<file path="config.mk">
export PLATFORM = sky130hd
export DESIGN_NAME = tlb_fifo_lru_translate
export DESIGN_NICKNAME = d
export VERILOG_FILES = /design/src/hdl/tlbflt_pkg.sv /design/src/hdl/tlbflt_ctrl.sv /design/src/hdl/tlbflt_dp.sv /design/src/hdl/tlb_fifo_lru_translate.sv
export SDC_FILE = /design/constraint.sdc
export NUM_CORES = 2
export LEC_CHECK = 0
export ABC_AREA = 0
export CORE_MARGIN = 4
export CORE_UTILIZATION = 55
export CTS_CLUSTER_SIZE = 40
export DETAILED_ROUTE_END_ITERATION = 7
export DONT_BUFFER_PORTS = 1
export PLACE_DENSITY = 0.73
export SYNTH_ARGS = -nofsm -noshare
export SYNTH_HDL_FRONTEND = slang
export SYNTH_SLANG_ARGS = --single-unit
</file>
<file path="constraint.sdc">
create_clock -name clk_i -period 9.1 [get_ports clk_i]
set_input_delay 0.455 -clock clk_i [delete_from_list [all_inputs] [get_ports clk_i]]
set_output_delay 0.455 -clock clk_i [all_outputs]
set_load 0.02 [all_outputs]
</file>
<file path="src/hdl/tlbflt_pkg.sv">
// ----------------------------------------------------------------------------
// tlbflt_pkg
// Shared types and constants of the FIFO/LRU translation buffer.
// ----------------------------------------------------------------------------
package tlbflt_pkg;

  localparam int TLB_DEPTH_DEFAULT = 16;

  // request codes
  localparam logic [1:0] REQ_TRANSLATE = 2'd0;
  localparam logic [1:0] REQ_FILL      = 2'd1;
  localparam logic [1:0] REQ_FLUSH     = 2'd2;

  // configuration register indexes
  localparam logic [1:0] CFG_PAGE_SIZE   = 2'd0;
  localparam logic [1:0] CFG_ENTRIES_TBL = 2'd1;
  localparam logic [1:0] CFG_TLB_ENTRIES = 2'd2;
  localparam logic [1:0] CFG_REPLACE_LRU = 2'd3;

  localparam logic [16:0] PAGE_SIZE_RST   = 17'd64;
  localparam logic [10:0] ENTRIES_TBL_RST = 11'd4;
  localparam logic [4:0]  TLB_ENTRIES_RST = 5'd4;

  typedef enum logic [1:0] {
    WR_SHIFT,   // slot idx - gap <= read data
    WR_TAIL,    // slot count - 1 <= hit entry
    WR_APPEND   // slot count <= fill pair
  } wr_sel_e;

  typedef struct packed {
    logic    load;
    logic    div_step;
    logic    div_save1;
    logic    div_save2;
    logic    idx_inc;
    logic    hit_set;
    logic    rd_en;
    logic    rd_zero;
    logic    wr_en;
    wr_sel_e wr_sel;
    logic    evict_start;
    logic    evict_cap;
    logic    fill_trim;
    logic    count_inc;
    logic    mul_en;
  } cmd_t;

  typedef struct packed {
    logic [1:0] req;
    logic       lru;
    logic       div_last;
    logic       idx_end;
    logic       match;
    logic       full;
  } sts_t;

endpackage

</file>
<file path="src/hdl/tlbflt_ctrl.sv">
// ----------------------------------------------------------------------------
// tlbflt_ctrl
// Sequencer: divisions, list search, LRU reorder, fill and eviction.
// ----------------------------------------------------------------------------
module tlbflt_ctrl (
  input  logic              clk_i,
  input  logic              rst_ni,
  input  logic              start_i,
  input  tlbflt_pkg::sts_t  sts_i,
  output tlbflt_pkg::cmd_t  cmd_o,
  output logic              busy_o,
  output logic              done_o
);
  import tlbflt_pkg::*;

  localparam logic [3:0] ST_IDLE  = 4'd0;
  localparam logic [3:0] ST_DIV1  = 4'd1;
  localparam logic [3:0] ST_DIV2  = 4'd2;
  localparam logic [3:0] ST_S_RD  = 4'd3;
  localparam logic [3:0] ST_S_CMP = 4'd4;
  localparam logic [3:0] ST_L_RD  = 4'd5;
  localparam logic [3:0] ST_L_WR  = 4'd6;
  localparam logic [3:0] ST_L_FIN = 4'd7;
  localparam logic [3:0] ST_MUL   = 4'd8;
  localparam logic [3:0] ST_DONE  = 4'd9;
  localparam logic [3:0] ST_F_CHK = 4'd10;
  localparam logic [3:0] ST_F_EV  = 4'd11;
  localparam logic [3:0] ST_F_RD  = 4'd12;
  localparam logic [3:0] ST_F_WR  = 4'd13;
  localparam logic [3:0] ST_F_APP = 4'd14;

  logic [3:0] state_q, state_d;

  always_ff @(posedge clk_i or negedge rst_ni) begin
    if (!rst_ni) begin
      state_q <= ST_IDLE;
    end else begin
      state_q <= state_d;
    end
  end

  always_comb begin
    cmd_o   = '0;
    cmd_o.wr_sel = WR_SHIFT;
    state_d = state_q;
    case (state_q)
      ST_IDLE: begin
        if (start_i) begin
          cmd_o.load = 1'b1;
          case (sts_i.req)
            REQ_TRANSLATE: state_d = ST_DIV1;
            REQ_FILL:      state_d = ST_F_CHK;
            default:       state_d = ST_DONE;
          endcase
        end
      end
      ST_DIV1: begin
        cmd_o.div_step = 1'b1;
        if (sts_i.div_last) begin
          cmd_o.div_save1 = 1'b1;
          state_d = ST_DIV2;
        end
      end
      ST_DIV2: begin
        cmd_o.div_step = 1'b1;
        if (sts_i.div_last) begin
          cmd_o.div_save2 = 1'b1;
          state_d = ST_S_RD;
        end
      end
      ST_S_RD: begin
        if (sts_i.idx_end) begin
          state_d = ST_MUL;
        end else begin
          cmd_o.rd_en = 1'b1;
          state_d = ST_S_CMP;
        end
      end
      ST_S_CMP: begin
        cmd_o.idx_inc = 1'b1;
        if (sts_i.match) begin
          cmd_o.hit_set = 1'b1;
          state_d = sts_i.lru ? ST_L_RD : ST_MUL;
        end else begin
          state_d = ST_S_RD;
        end
      end
      ST_L_RD: begin
        if (sts_i.idx_end) begin
          state_d = ST_L_FIN;
        end else begin
          cmd_o.rd_en = 1'b1;
          state_d = ST_L_WR;
        end
      end
      ST_L_WR: begin
        cmd_o.wr_en   = 1'b1;
        cmd_o.idx_inc = 1'b1;
        state_d = ST_L_RD;
      end
      ST_L_FIN: begin
        cmd_o.wr_en  = 1'b1;
        cmd_o.wr_sel = WR_TAIL;
        state_d = ST_MUL;
      end
      ST_MUL: begin
        cmd_o.mul_en = 1'b1;
        state_d = ST_DONE;
      end
      ST_DONE: begin
        state_d = ST_IDLE;
      end
      ST_F_CHK: begin
        if (sts_i.full) begin
          cmd_o.rd_en       = 1'b1;
          cmd_o.rd_zero     = 1'b1;
          cmd_o.evict_start = 1'b1;
          state_d = ST_F_EV;
        end else begin
          state_d = ST_F_APP;
        end
      end
      ST_F_EV: begin
        cmd_o.evict_cap = 1'b1;
        state_d = ST_F_RD;
      end
      ST_F_RD: begin
        if (sts_i.idx_end) begin
          cmd_o.fill_trim = 1'b1;
          state_d = ST_F_APP;
        end else begin
          cmd_o.rd_en = 1'b1;
          state_d = ST_F_WR;
        end
      end
      ST_F_WR: begin
        cmd_o.wr_en   = 1'b1;
        cmd_o.idx_inc = 1'b1;
        state_d = ST_F_RD;
      end
      ST_F_APP: begin
        cmd_o.wr_en     = 1'b1;
        cmd_o.wr_sel    = WR_APPEND;
        cmd_o.count_inc = 1'b1;
        state_d = ST_DONE;
      end
      default: state_d = ST_IDLE;
    endcase
  end

  assign busy_o = (state_q != ST_IDLE);
  assign done_o = (state_q == ST_DONE);

endmodule

</file>
<file path="src/hdl/tlbflt_dp.sv">
// ----------------------------------------------------------------------------
// tlbflt_dp
// Datapath: config registers, shared restoring divider, entry memory,
// list pointers and result registers.
// ----------------------------------------------------------------------------
module tlbflt_dp #(
  parameter int TLB_DEPTH = tlbflt_pkg::TLB_DEPTH_DEFAULT
) (
  input  logic              clk_i,
  input  logic              rst_ni,
  input  logic              cfg_we_i,
  input  logic [1:0]        cfg_index_i,
  input  logic [16:0]       cfg_data_i,
  input  logic [1:0]        req_type_i,
  input  logic [31:0]       logical_address_i,
  input  logic [31:0]       fill_page_i,
  input  logic [15:0]       fill_frame_i,
  input  tlbflt_pkg::cmd_t  cmd_i,
  output tlbflt_pkg::sts_t  sts_o,
  output logic              hit_o,
  output logic [15:0]       frame_out_o,
  output logic [31:0]       physical_address_o,
  output logic [31:0]       page_number_o,
  output logic [31:0]       first_level_index_o,
  output logic [9:0]        second_level_index_o,
  output logic [15:0]       page_offset_o,
  output logic              evicted_o,
  output logic [31:0]       evicted_page_o
);
  import tlbflt_pkg::*;

  localparam int IW = $clog2(TLB_DEPTH + 1);
  localparam int AW = (TLB_DEPTH > 1) ? $clog2(TLB_DEPTH) : 1;

  // configuration
  logic [16:0] page_size_q;
  logic [10:0] ept_q;
  logic [4:0]  tlb_entries_q;
  logic        lru_q;

  always_ff @(posedge clk_i or negedge rst_ni) begin
    if (!rst_ni) begin
      page_size_q   <= PAGE_SIZE_RST;
      ept_q         <= ENTRIES_TBL_RST;
      tlb_entries_q <= TLB_ENTRIES_RST;
      lru_q         <= 1'b0;
    end else if (cfg_we_i) begin
      case (cfg_index_i)
        CFG_PAGE_SIZE:   page_size_q   <= cfg_data_i;
        CFG_ENTRIES_TBL: ept_q         <= cfg_data_i[10:0];
        CFG_TLB_ENTRIES: tlb_entries_q <= cfg_data_i[4:0];
        CFG_REPLACE_LRU: lru_q         <= cfg_data_i[0];
        default: ;
      endcase
    end
  end

  logic [16:0] ps_eff;
  logic [16:0] ept_eff;
  logic [6:0]  tlb_ext;
  logic [6:0]  cap7;
  logic [IW-1:0] cap;

  always_comb begin
    if (page_size_q == 17'd0)          ps_eff = 17'd1;
    else if (page_size_q > 17'd65536)  ps_eff = 17'd65536;
    else                               ps_eff = page_size_q;
    if (ept_q == 11'd0)                ept_eff = 17'd1;
    else if (ept_q > 11'd1024)         ept_eff = 17'd1024;
    else                               ept_eff = {6'd0, ept_q};
    tlb_ext = {2'd0, tlb_entries_q};
    if (tlb_ext == 7'd0)                    cap7 = 7'd1;
    else if (tlb_ext > 7'(TLB_DEPTH))       cap7 = 7'(TLB_DEPTH);
    else                                    cap7 = tlb_ext;
  end
  assign cap = cap7[IW-1:0];

  // request latch
  logic [1:0]  req_q;
  logic [31:0] fpage_q;
  logic [15:0] fframe_q;

  // restoring divider, one quotient bit a cycle
  logic [31:0] dq_q;
  logic [16:0] rem_q;
  logic [16:0] dvs_q;
  logic [4:0]  dcnt_q;
  logic [17:0] dsh;
  logic        dge;
  logic [16:0] rem_nx;
  logic [31:0] dq_nx;

  always_comb begin
    dsh    = {rem_q, dq_q[31]};
    dge    = (dsh >= {1'b0, dvs_q});
    rem_nx = dge ? 17'(dsh - {1'b0, dvs_q}) : dsh[16:0];
    dq_nx  = {dq_q[30:0], dge};
  end

  // list state
  logic [IW-1:0] count_q;
  logic [IW-1:0] idx_q;
  logic [IW-1:0] gap_q;

  // entry memory
  logic [31:0] mem_page  [TLB_DEPTH];
  logic [15:0] mem_frame [TLB_DEPTH];
  logic [31:0] rd_page_q;
  logic [15:0] rd_frame_q;
  logic [AW-1:0] rd_addr;
  logic [AW-1:0] wr_addr;
  logic [31:0]   wr_page;
  logic [15:0]   wr_frame;
  logic [IW-1:0] wr_ptr;

  // results
  logic        hit_q;
  logic [15:0] frame_q;
  logic [31:0] phys_q;
  logic [31:0] page_q;
  logic [31:0] fli_q;
  logic [9:0]  sli_q;
  logic [15:0] off_q;
  logic        evicted_q;
  logic [31:0] evpage_q;

  assign rd_addr = cmd_i.rd_zero ? '0 : idx_q[AW-1:0];

  always_comb begin
    case (cmd_i.wr_sel)
      WR_TAIL: begin
        wr_ptr   = IW'(count_q - 1'b1);
        wr_page  = page_q;
        wr_frame = frame_q;
      end
      WR_APPEND: begin
        wr_ptr   = count_q;
        wr_page  = fpage_q;
        wr_frame = fframe_q;
      end
      default: begin
        wr_ptr   = IW'(idx_q - gap_q);
        wr_page  = rd_page_q;
        wr_frame = rd_frame_q;
      end
    endcase
  end
  assign wr_addr = wr_ptr[AW-1:0];

  always_ff @(posedge clk_i) begin
    if (cmd_i.wr_en) begin
      mem_page[wr_addr]  <= wr_page;
      mem_frame[wr_addr] <= wr_frame;
    end
    if (cmd_i.rd_en) begin
      rd_page_q  <= mem_page[rd_addr];
      rd_frame_q <= mem_frame[rd_addr];
    end
  end

  logic [32:0] prod;
  assign prod = 33'(frame_q) * 33'(ps_eff);

  always_ff @(posedge clk_i or negedge rst_ni) begin
    if (!rst_ni) begin
      count_q <= '0;
      idx_q   <= '0;
      gap_q   <= '0;
      req_q   <= REQ_TRANSLATE;
    end else begin
      if (cmd_i.load) begin
        req_q <= req_type_i;
        if (req_type_i == REQ_FLUSH) count_q <= '0;
      end
      if (cmd_i.div_save2) idx_q <= '0;
      if (cmd_i.idx_inc)   idx_q <= IW'(idx_q + 1'b1);
      if (cmd_i.hit_set)   gap_q <= IW'(1);
      if (cmd_i.evict_start) begin
        gap_q <= IW'(count_q - cap + 1'b1);
        idx_q <= IW'(count_q - cap + 1'b1);
      end
      if (cmd_i.fill_trim) count_q <= IW'(count_q - gap_q);
      if (cmd_i.count_inc) count_q <= IW'(count_q + 1'b1);
    end
  end

  always_ff @(posedge clk_i) begin
    if (cmd_i.load) begin
      fpage_q   <= fill_page_i;
      fframe_q  <= fill_frame_i;
      dq_q      <= logical_address_i;
      rem_q     <= '0;
      dvs_q     <= ps_eff;
      dcnt_q    <= 5'd31;
      hit_q     <= 1'b0;
      frame_q   <= '0;
      phys_q    <= '0;
      page_q    <= '0;
      fli_q     <= '0;
      sli_q     <= '0;
      off_q     <= '0;
      evicted_q <= 1'b0;
      evpage_q  <= '0;
    end
    // last step of the first division reloads the divider for the second
    if (cmd_i.div_save1) begin
      page_q <= dq_nx;
      off_q  <= rem_nx[15:0];
      dq_q   <= dq_nx;
      rem_q  <= '0;
      dvs_q  <= ept_eff;
      dcnt_q <= 5'd31;
    end else if (cmd_i.div_step) begin
      dq_q   <= dq_nx;
      rem_q  <= rem_nx;
      dcnt_q <= 5'(dcnt_q - 1'b1);
    end
    if (cmd_i.div_save2) begin
      fli_q <= dq_nx;
      sli_q <= rem_nx[9:0];
    end
    if (cmd_i.hit_set) begin
      hit_q   <= 1'b1;
      frame_q <= rd_frame_q;
    end
    if (cmd_i.mul_en) begin
      phys_q <= hit_q ? (prod[31:0] + 32'(off_q)) : 32'd0;
    end
    if (cmd_i.evict_start) evicted_q <= 1'b1;
    if (cmd_i.evict_cap)   evpage_q  <= rd_page_q;
  end

  always_comb begin
    sts_o          = '0;
    sts_o.req      = cmd_i.load ? req_type_i : req_q;
    sts_o.lru      = lru_q;
    sts_o.div_last = (dcnt_q == 5'd0);
    sts_o.idx_end  = (idx_q >= count_q);
    sts_o.match    = (rd_page_q == page_q);
    sts_o.full     = (count_q >= cap);
  end

  assign hit_o                = hit_q;
  assign frame_out_o          = frame_q;
  assign physical_address_o   = phys_q;
  assign page_number_o        = page_q;
  assign first_level_index_o  = fli_q;
  assign second_level_index_o = sli_q;
  assign page_offset_o        = off_q;
  assign evicted_o            = evicted_q;
  assign evicted_page_o       = evpage_q;

endmodule

</file>
<file path="src/hdl/tlb_fifo_lru_translate.sv">
// ----------------------------------------------------------------------------
// tlb_fifo_lru_translate
// Fully associative TLB kept as an ordered list, FIFO or LRU replacement.
// ----------------------------------------------------------------------------
// The next request is taken in the cycle after the result strobe. A translate
// runs two 32-step divisions and then walks the list; with LRU a hit also moves
// its entry to the tail. A fill into a full buffer drops the head entries and
// shifts the rest down before it appends. Flush clears the count. No stall.
// Reset clears the entry count and loads the config defaults; no clearing pass.
module tlb_fifo_lru_translate #(
  parameter int TLB_DEPTH = tlbflt_pkg::TLB_DEPTH_DEFAULT
) (
  input  logic        clk_i,
  input  logic        rst_ni,
  input  logic        start,
  output logic        busy,
  input  logic [1:0]  req_type_i,
  input  logic [31:0] logical_address_i,
  input  logic [31:0] fill_page_i,
  input  logic [15:0] fill_frame_i,
  output logic        result_valid_o,
  output logic        hit_o,
  output logic [15:0] frame_out_o,
  output logic [31:0] physical_address_o,
  output logic [31:0] page_number_o,
  output logic [31:0] first_level_index_o,
  output logic [9:0]  second_level_index_o,
  output logic [15:0] page_offset_o,
  output logic        evicted_o,
  output logic [31:0] evicted_page_o,
  input  logic        cfg_valid_i,
  output logic        cfg_ready_o,
  input  logic [1:0]  cfg_index_i,
  input  logic [16:0] cfg_data_i
);
  import tlbflt_pkg::*;

  cmd_t cmd;
  sts_t sts;

  assign cfg_ready_o = 1'b1;

  tlbflt_ctrl u_ctrl (
    .clk_i  (clk_i),
    .rst_ni (rst_ni),
    .start_i(start),
    .sts_i  (sts),
    .cmd_o  (cmd),
    .busy_o (busy),
    .done_o (result_valid_o)
  );

  tlbflt_dp #(.TLB_DEPTH(TLB_DEPTH)) u_dp (
    .clk_i               (clk_i),
    .rst_ni              (rst_ni),
    .cfg_we_i            (cfg_valid_i & cfg_ready_o),
    .cfg_index_i         (cfg_index_i),
    .cfg_data_i          (cfg_data_i),
    .req_type_i          (req_type_i),
    .logical_address_i   (logical_address_i),
    .fill_page_i         (fill_page_i),
    .fill_frame_i        (fill_frame_i),
    .cmd_i               (cmd),
    .sts_o               (sts),
    .hit_o               (hit_o),
    .frame_out_o         (frame_out_o),
    .physical_address_o  (physical_address_o),
    .page_number_o       (page_number_o),
    .first_level_index_o (first_level_index_o),
    .second_level_index_o(second_level_index_o),
    .page_offset_o       (page_offset_o),
    .evicted_o           (evicted_o),
    .evicted_page_o      (evicted_page_o)
  );

  a_start_busy: assert property (@(posedge clk_i) disable iff (!rst_ni)
    start && !busy |=> busy) else $error("request not taken");

  a_strobe_busy: assert property (@(posedge clk_i) disable iff (!rst_ni)
    result_valid_o |-> busy) else $error("result outside request");

  a_strobe_once: assert property (@(posedge clk_i) disable iff (!rst_ni)
    result_valid_o |=> !result_valid_o) else $error("result repeated");

  a_miss_frame: assert property (@(posedge clk_i) disable iff (!rst_ni)
    result_valid_o && !hit_o |-> frame_out_o == 16'd0 && physical_address_o == 32'd0)
    else $error("miss carries a frame");

endmodule

</file>
==> run summary <==
Post-route DRC: 0
routing usage on met1: 37.4%
r2r setup slk: 0.98 ns
Post-DP Area: 59400 um^2
HP Class: in -> reg
worst-margin pin slew: 1.26 ns
Antenna Nets Post-Route: 0
final wirelength: 155 mm
Rel. slew slack: 16.1%
ys flop type: edfxtp_1
outcome: completed
Clock Pin Slew Worst Setup and Hold Paths: 0.06 ns
Final Core Density: 61.9%
Iter 0 DRT Violations: 4126
GRT Total Usage: 27.8%
Max VDD drop: 0.000806 V
clk_skew: 0.0349 ns
Setup Buffers After CTS: 0
CTS sink count: 1162
Clock power frac: 18.5%
Internal: 14.7 mW
Die H: 332 um
vias in the first global route: 36100
largest net degree at the start of global routing: 132
antenna violations before repair: 10
Tot Pwr: 25.5 mW
Combinational Power Share: 50.2%
RSZ-0062 raised after global routing: no
Placer Congestion: 0.914
GR Util met3: 5.77%
PwrDens: 397 nW/um^2
Synth Area per Inst: 13.5 um^2
Yosys reg bits: 1162
Final min period: 8.12 ns
LEAKAGE: 24.0 nW
Synth Warn #: 0
cells after synthesis: 4263
Die Width: 332 um
worst setup margin: 0.976 ns
design area: 64200 um^2
TritonCTS Buffers: 112
Layout Nets: 4834
Seq pwr share: 31.2%
Fin Setup TNS: 0 ns
arrival time worst endpoint: 8.56 ns
post-DR wirelength/cell: 26.6 um
fill count: 7655
hold depth: 2
Die ar.: 110000 um^2
clock latency on the worst-skew pair: 0.72 ns
post-synthesis net count: 4746
grt ovf: 0
num rows: 118
Worst EP required: 9.53 ns
drt pass-1 iters: 5
cell area after synthesis: 57600 um^2
net switching power: 10.8 mW
R2R Path Start: u_dp.page_size_q[12]
Area Growth Syn to Fin: 11.5%
CTS tree: yes
Worst R2R End: u_dp.physical_address_o[31]
critical path peak fanout: 56
number of flops mapped to enable cells by yosys: 1083
GRT busiest layer: met2
GR Layer Usage met2: 45.2%
max-capacitance violation count: 0
buffer type at the clock tree root: clkbuf_16
FF-to-FF path depth: 22
sequential share of the synthesized area: 59.7%
first-pass GRT wire length: 231 mm
part of the cycle the worst path needs: 89.3%
setup violators final: 0
final hold vios: 0
Initial Util: 55.5%
Peak Freq: 123 MHz
Detail Placement HPWL: 95.7 mm
Setup CP Type: reg -> reg
type of origin of the critical path: flip-flop
average vias per placed instance: 6.20
PortBufs: 0
Async SR Flop Fraction: 4.73%
Slew Limit Fails: 0
IO Count: 280
Post-Place Setup Slack: 1.15 ns
hold worst-path end: u_dp.lru_q
Longest Clk Path Bufs: 3
layout cells sized above 1: 11.6%
Std-Cell Core Area: 104000 um^2
element type at the critical path end: flip-flop
via count: 36200
Cell variety after synth: 81
Net Sw Frac: 42.4%
CTS H-tree depth: 3
HP Start: cfg_index_i[1]
# hold bufs at CTS: 101
post_cts resized: 0
per-stage QoR:
step           hold WS (ns)  instances
2_1_floorplan         0.159       4263
3_3_place_gp          0.167       5516
4_1_cts              0.0897       5827
3_5_place_dp          0.167       5516
6_report              0.120       5834
5_1_grt              0.0853       5831
power groups by stage:
stage / Combinational [mW] / Sequential, mW / Clock [mW]
2_1_floorplan: 9.33 / 7.70 / 0
3_3_place_gp: 12.3 / 8.02 / 0
3_5_place_dp: 12.5 / 8.04 / 0
4_1_cts: 12.7 / 7.94 / 4.76
5_1_grt: 14.2 / 8.01 / 4.98
6_report: 12.8 / 7.95 / 4.72
sequential cells by signal (all words and copies together), names as in the netlist, 16 cells and up:
| register | count |
|---|---|
| u_dp.physical_address_o | 32 |
| u_dp.mem_frame | 256 |
| u_dp.dvs_q | 17 |
| u_dp.page_size_q | 17 |
| u_dp.evicted_page_o | 32 |
| u_dp.page_number_o | 32 |
| u_dp.mem_page | 512 |
| u_dp.first_level_index_o | 32 |
| u_dp.rd_page_q | 32 |
| u_dp.page_offset_o | 16 |
| u_dp.fframe_q | 16 |
| u_dp.rem_q | 17 |
| u_dp.frame_out_o | 16 |
| u_dp.fpage_q | 32 |
| u_dp.dq_q | 32 |
| u_dp.rd_frame_q | 16 |
Yosys cell counts (7+ instances only):
| cell type | n | area (um^2) |
|---|---|---|
| and3_1 | 112 | 701 |
| nor3_1 | 35 | 175 |
| mux4_2 | 96 | 2160 |
| o21ai_0 | 182 | 911 |
| nand2b_1 | 18 | 113 |
| nor3b_1 | 11 | 82.6 |
| nand3_1 | 72 | 360 |
| a221oi_1 | 49 | 429 |
| dfrtp_1 | 52 | 1300 |
| nand4_1 | 17 | 106 |
| xnor2_1 | 59 | 517 |
| ha_1 | 150 | 1880 |
| nor2_1 | 116 | 435 |
| a22oi_1 | 49 | 368 |
| mux2i_1 | 116 | 1160 |
| and2_1 | 159 | 995 |
| edfxtp_1 | 1083 | 32500 |
| a21oi_1 | 113 | 566 |
| nand3b_1 | 12 | 90.1 |
| xor2_1 | 10 | 87.6 |
| nand2_1 | 531 | 1990 |
| o21a_1 | 14 | 105 |
| buf_2 | 46 | 230 |
| dfxtp_1 | 24 | 480 |
| clkbuf_1 | 178 | 668 |
| a22o_1 | 8 | 70.1 |
| o22ai_1 | 7 | 43.8 |
| nor4_1 | 10 | 62.6 |
| o31ai_1 | 14 | 105 |
| fa_1 | 228 | 4560 |
| inv_1 | 346 | 1300 |
| buf_1 | 12 | 45.0 |
| o21ai_1 | 15 | 75.1 |
| a211oi_1 | 58 | 435 |
| nor2b_1 | 14 | 87.6 |
| a21o_1 | 70 | 526 |
| mux2_2 | 83 | 935 |
worst max path at each step:
stage / end / startpoint / depth (start not counted) / slack (ns)
after floorplan: u_dp.physical_address_o[21] / u_dp.page_size_q[10] / 24 / 2.42
after CTS: u_dp.physical_address_o[31] / u_dp.page_size_q[12] / 22 / 1.18
final: u_dp.physical_address_o[31] / u_dp.page_size_q[12] / 22 / 0.98
after global routing: u_dp.physical_address_o[25] / u_dp.page_size_q[12] / 23 / 0.48
after global placement: u_dp.physical_address_o[25] / u_dp.page_size_q[12] / 23 / 1.43
after detailed placement: u_dp.physical_address_o[25] / u_dp.page_size_q[12] / 23 / 1.15
per-layer routing:
layer	vias to the layer above	wire length [um]
met5	-	23
met4	4	6050
met3	379	15800
met2	1985	74600
met1	18200	58800
li1	15600	-
final cells by class:
| type | count | area (um^2) | share of cell area, % |
|---|---|---|---|
| Sequential cell | 1162 | 34400 | 53.6 |
| Multi-Input combinational cell | 2513 | 21100 | 32.9 |
| Clock buffer | 143 | 2990 | 4.66 |
| Timing Repair Buffer | 215 | 1910 | 2.97 |
| Tap cell | 1380 | 1730 | 2.69 |
| Inverter | 347 | 1300 | 2.03 |
| Clock inverter | 67 | 737 | 1.15 |
| Antenna cell | 7 | 17.5 | 0.0273 |
placed cells by master (no fill, tap or decap), types with 18 or more instances in the layout:
master | synthesis | final
a211oi_1 | 58 | 58
a21o_1 | 70 | 70
a21oi_1 | 113 | 113
a221oi_1 | 49 | 49
a22oi_1 | 49 | 49
and2_1 | 159 | 158
and3_1 | 112 | 111
buf_4 | 3 | 112
clkbuf_1 | 178 | 26
clkbuf_16 | 0 | 114
clkinv_1 | 0 | 20
clkinv_2 | 0 | 18
dfrtp_1 | 52 | 49
dfxtp_1 | 24 | 24
dlygate4sd3_1 | 0 | 100
edfxtp_1 | 1083 | 1083
fa_1 | 228 | 228
ha_1 | 150 | 148
inv_1 | 346 | 344
mux2_2 | 83 | 83
mux2i_1 | 116 | 116
mux4_2 | 96 | 96
nand2_1 | 531 | 528
nand2b_1 | 18 | 18
nand3_1 | 72 | 72
nor2_1 | 116 | 98
nor3_1 | 35 | 33
o21ai_0 | 182 | 179
xnor2_1 | 59 | 59
cells by family (layout without fill, tap and decap cells):
| logic type | Yosys count | after routing | synth area share [%] |
|---|---|---|---|
| AO/OA/AOI/OAI | 642 | 642 | 7.29 |
| XOR/XNOR | 69 | 69 | 1.05 |
| adder cells (fa/ha/maj) | 378 | 378 | 11.2 |
| buffers and inverters | 588 | 772 | 3.98 |
| flip-flops | 1162 | 1162 | 59.7 |
| multiplexers | 298 | 298 | 7.47 |
| other | 1 | 8 | 0.00651 |
| AND/OR/NAND/NOR | 1125 | 1125 | 9.28 |
worst max-delay path: stages (launching register included):
cell and delay (ns):
dfrtp_1 0.49, nor4_1 0.42, nand4_1 0.19, nand2_2 0.46, buf_4 0.45, and2_1 0.50
nand2_1 0.15, fa_1 0.58, inv_1 0.06, fa_1 0.55, fa_1 0.44, fa_1 0.49
fa_1 0.52, inv_1 0.05, fa_1 0.47, inv_1 0.04, ha_1 0.38, nand3_1 0.16
nor3b_1 0.35, o21ai_1 0.25, nor4b_1 0.55, o21ai_0 0.15, nor3b_1 0.16
Power figures use the tool's default switching activity.
